--- src/hdl/hcb_ram.sv ---
module hcb_ram #(
    parameter int WIDTH = 8,
    parameter int DEPTH = 16
) (
    input  logic                     clk,
    input  logic                     we,
    input  logic [$clog2(DEPTH)-1:0] waddr,
    input  logic [WIDTH-1:0]         wdata,
    input  logic                     re,
    input  logic [$clog2(DEPTH)-1:0] raddr,
    output logic [WIDTH-1:0]         rdata
);

    logic [WIDTH-1:0] mem [DEPTH];

    always_ff @(posedge clk)
    begin
        if (we)
        begin
            mem[waddr] <= wdata;
        end
        if (re)
        begin
            rdata <= mem[raddr];
        end
    end

endmodule
--- config.mk ---
export PLATFORM = sky130hd
export DESIGN_NAME = hcb_ram
export DESIGN_NICKNAME = d
export VERILOG_FILES = /design/src/hdl/hcb_ram.sv
export SDC_FILE = /design/constraint.sdc
export NUM_CORES = 1
export LEC_CHECK = 0
export BUFFER_PORTS_ARGS = -buffer_cell sky130_fd_sc_hd__buf_2
export CORE_UTILIZATION = 60
export DETAILED_ROUTE_END_ITERATION = 7
export PLACE_DENSITY = 0.77
export REMOVE_ABC_BUFFERS = 1
export SLEW_MARGIN = 0
export SYNTH_ARGS = -nofsm -noshare
export SYNTH_HDL_FRONTEND = slang
export SYNTH_SLANG_ARGS = --single-unit
--- constraint.sdc ---
create_clock -name clk -period 5.3 [get_ports clk]
set_clock_uncertainty 0.05 [all_clocks]
set_input_delay 1.06 -clock clk [delete_from_list [all_inputs] [get_ports clk]]
set_output_delay 1.06 -clock clk [all_outputs]
set_load 0.01 [all_outputs]
==> impl.org <==
** Status
- The flow ran to the end, and the final reports show no timing, DRC or antenna violations.

** Synth
- Counting distinct cell types in the post-synthesis netlist gives 18.
- Share of Yosys cell area claimed by the top area cell type :: 78.12%
- Biggest area consumer among synthesized cells :: edfxtp_1
- Synthesis produced a netlist whose cell count is 229.
- In the post-synthesis netlist, the biggest area contributors are edfxtp_1 78%, mux4_2 7.8%, mux4_1 7.0%.
- Average cell area after synthesis :: 22.83 sq um
- Post-synthesis cell area :: 0.005228 sq mm
- After synthesis, flip-flops and latches occupy 78.12% of the total area.
- Syn. warnings :: 0
- Counting flops and latches in the post-synthesis netlist gives 136.

** Timing
- In the final timing run, aggregate negative setup slack is 0 ns.
- After layout, the worst path uses 50.12% of the clock period.
- Derived from the worst setup path, the maximum achievable clock frequency is 376.5 MHz.
- Fin. Hold Viols :: 0
- At the pin with the least slew margin, the transition time is 1.041 ns.
- Setup repair after global routing missed its margin :: no
- Worst-case hold slack :: 0.7075 ns
- In this run the tightest slew margin relative to its limit is 30.63%.
- Number of setup violations in the final report :: 0
- Time the worst path needs with I/O delays and setup :: 2.656 ns
- Slew Limit Fails :: 0

** Detailed routing
- Detailed-route wire length per cell :: 24.26 um
- Post-DR vias/cell :: 6.303
- In this run the remaining antenna-violating nets after routing total 0.
- After detailed routing, the wire length on met1 is 3.792 mm.
- Signal routing reaches up to met4.
- For this block, the routed nets add up to 9.366 mm of wire.
- In the detailed route, the total length drawn on met2 is 4.681 mm.
- For this block, the initial DRC count from the detailed router was 219.
- The final route contains 2433 vias.
- Post-detailed-route DRC marker count :: 0
- Met3 wirelength from detailed routing :: 750 um
- DRT Pass-1 Iters :: 4

** GRT
- The first global-routing pass estimated 14.12 mm of wire.
- After global routing the overflow that remains totals 0.
- The initial antenna violation count is 0.
- Combined global-route utilization of all metal layers :: 23.57%
- Entering global routing, the biggest net connects 33 pins.
- The number of global-route vias before repair came to 2456.

** Layout
- Non-filler cells in the finished layout :: 386
- Net count of the finished layout :: 287
- Cells with a size suffix above 1 make up 27.76% of the layout.
- The number of antenna diodes in the final layout is 0.
- The filler cells instantiated in the layout total 477.
- Reg area :: 0.004084 sq mm
- Area of the multi-input gates :: 0.001057 sq mm
- The finished cells cover 0.006080 sq mm.
- Fin util :: 72.89%
- Post-synthesis to final-layout area growth :: 16.30%

** Run
- The tool flagged a number of max-cap violations equal to 0.

** Power
- Share of total power in the clock network :: 49.0%
- Largest voltage drop on the vdd net :: 256.9 uV
- Net switching fraction of the power :: 18.78%
- Proportion of power drawn by combinational gates :: 4.0%
- The internal portion of the total power is 0.002108 W.
- In this run, flip-flops and latches consume 47.0% of the power.
- Leakage power total :: 2.036 nW
- Power density over cell area :: 427.0 mW/mm^2
- For this design the total switching power over the nets is 0.0004875 W.

** Floorplan
- The floorplan step set the die height to 95.34 um.
- Total Die Area :: 0.009090 sq mm
- The initial utilization of the core area, before any placement, comes to 62.68%.
- Number of placed I/O pins :: 27
- In this run the standard cell core region covers 0.008341 sq mm.
- The floorplan step set the die width to 95.34 um.
- Row count :: 33

** Clock network
- The H-tree generated during clock tree synthesis spans 4 levels.
- The number of gates resized after CTS was 0.
- Number of hold-repair buffers added at the cts stage :: 0
- # Post-CTS Setup Buffers :: 0
- Sinks on the clock net :: 136
- Clock-pin slew was measured on the worst setup and hold paths at 0.06 ns.
- The clock reaches the later pin of the worst-skew pair after 0.51 ns.
- In this run the deepest clock path goes through 2 buffers.
- In this run, CTS created clock tree buffers numbering 17.
- TritonCTS built the clock tree.
- Buffer cell driving the clock tree root :: clkbuf_8

** Critical path
- Crit path buffers/inverters :: 1
- Slowest cell delay on critical path :: 0.77 ns
- STA classifies the critical path startpoint as a primary input.
- The worst setup path is of the primary input to flip-flop kind.
- Endpoint class of the critical path :: flip-flop
- In this design, the largest share of critical-path delay is due to buffers and inverters.
- Worst path arrival time :: 2.87 ns
- Chain of cells forming the critical path :: buf_2, mux4_1, a22oi_1, nand2_1
- Worst-path maximum fanout :: 32
- For this design, the slowest cell found on the critical path is buf_2.
- At the worst endpoint, the required time is 5.51 ns.

** Placement
- Placed standard-cell area :: 0.005433 sq mm
- At the end of routability-driven placement, the weighted congestion stood at 0.6952.
- Once placement completed, the tool counted placed cells totaling 354.
- During placement, the flow inserted port buffers numbering 26.
- HPWL after detailed placement :: 5.317 mm

** Worst hold path
- Tightest Hold Check Type :: flip-flop to flip-flop
-- stage by stage --
step / worst slack, ns / power, W
after detailed placement: 2.057 / 0.001344
after CTS: 2.620 / 0.002611
after global routing: 2.534 / 0.002666
after floorplan: 2.697 / 0.001290
after global placement: 2.070 / 0.001341
final: 2.644 / 0.002596
-- sequential cells by signal, indices dropped and copies added (netlist names) --
register	flops
mem	128
rdata	8
-- layout by cell type (no fill, tap or decap), types with 2 or more instances in the layout --
master      Yosys  layout
edfxtp_1      136     136
nor2_1         13      13
clkinv_1        0       2
bufinv_16       0       6
clkinv_2        0       2
mux4_1         14      14
nand2b_1        2       2
nor3_1          4       4
buf_2           3      26
mux4_2         18      18
buf_4           1       4
nand2_1         9       9
clkbuf_16       0      16
a22oi_1        16      16
nand3b_1        2       2
clkinvlp_4      0       3
-- path summary, 6_finish.rpt --
kind	from	to	slack (ns)	cells after the start
hold / removal	mem[15][6]$_DFFE_PP_	rdata[6]$_DFFE_PP_	0.71	3
setup / recovery	raddr[0]	rdata[2]$_DFFE_PP_	2.64	4
hold reg to reg	mem[15][6]$_DFFE_PP_	rdata[6]$_DFFE_PP_	0.71	3
setup reg to reg	mem[5][2]$_DFFE_PP_	rdata[2]$_DFFE_PP_	3.77	3
-- Yosys cell counts, drive strengths merged --
cell	number
buf	7
a22oi	16
nand3b	2
edfxtp	136
nand2b	2
clkdlybuf4s25	3
mux4	32
nand2	9
and2b	1
nand3	1
nor2	13
nor3	4
or3b	1
and2	1
nor2b	1
-- worst register-to-register path: cells and delay by family, from the launching register on --
family             cells  cell delay (ns)
and+or+nand+nor        1             0.08
muxes                  1             0.54
DFF                    1             0.36
AOI/OAI and AO/OA      1             0.25
-- cells by family after synthesis --
group	count (synthesis)	synth area share [%]
simple gates	35	3.136
compound gates	16	2.298
mux	32	14.79
buf+inv	10	1.651
flops	136	78.12
-- per-layer routing --
metal  GRT usage, %  vias up
met5              0        -
met4          10.10        0
met3          7.337       11
met2          34.82      112
met1          32.91     1255
li1               -     1055
-- area by class of cell --
| type | instances | area share [%] |
|---|---|---|
| Clock buffer | 18 | 6.874 |
| Multi-Input combinational cell | 83 | 17.39 |
| Tap cell | 105 | 2.161 |
| Clock inverter | 14 | 3.766 |
| Sequential cell | 136 | 67.17 |
| Timing Repair Buffer | 30 | 2.634 |
-- power by group through the flow --
stage               registers (W)   logic, W  clock network [W]
CTS                       0.00122   0.000105            0.00129
global placement          0.00124   0.000102                  0
floorplan                 0.00124  0.0000483                  0
global route              0.00122   0.000112            0.00133
finish                    0.00122   0.000103            0.00127
detailed placement        0.00124   0.000104                  0
(Power assumes the default switching activity.)
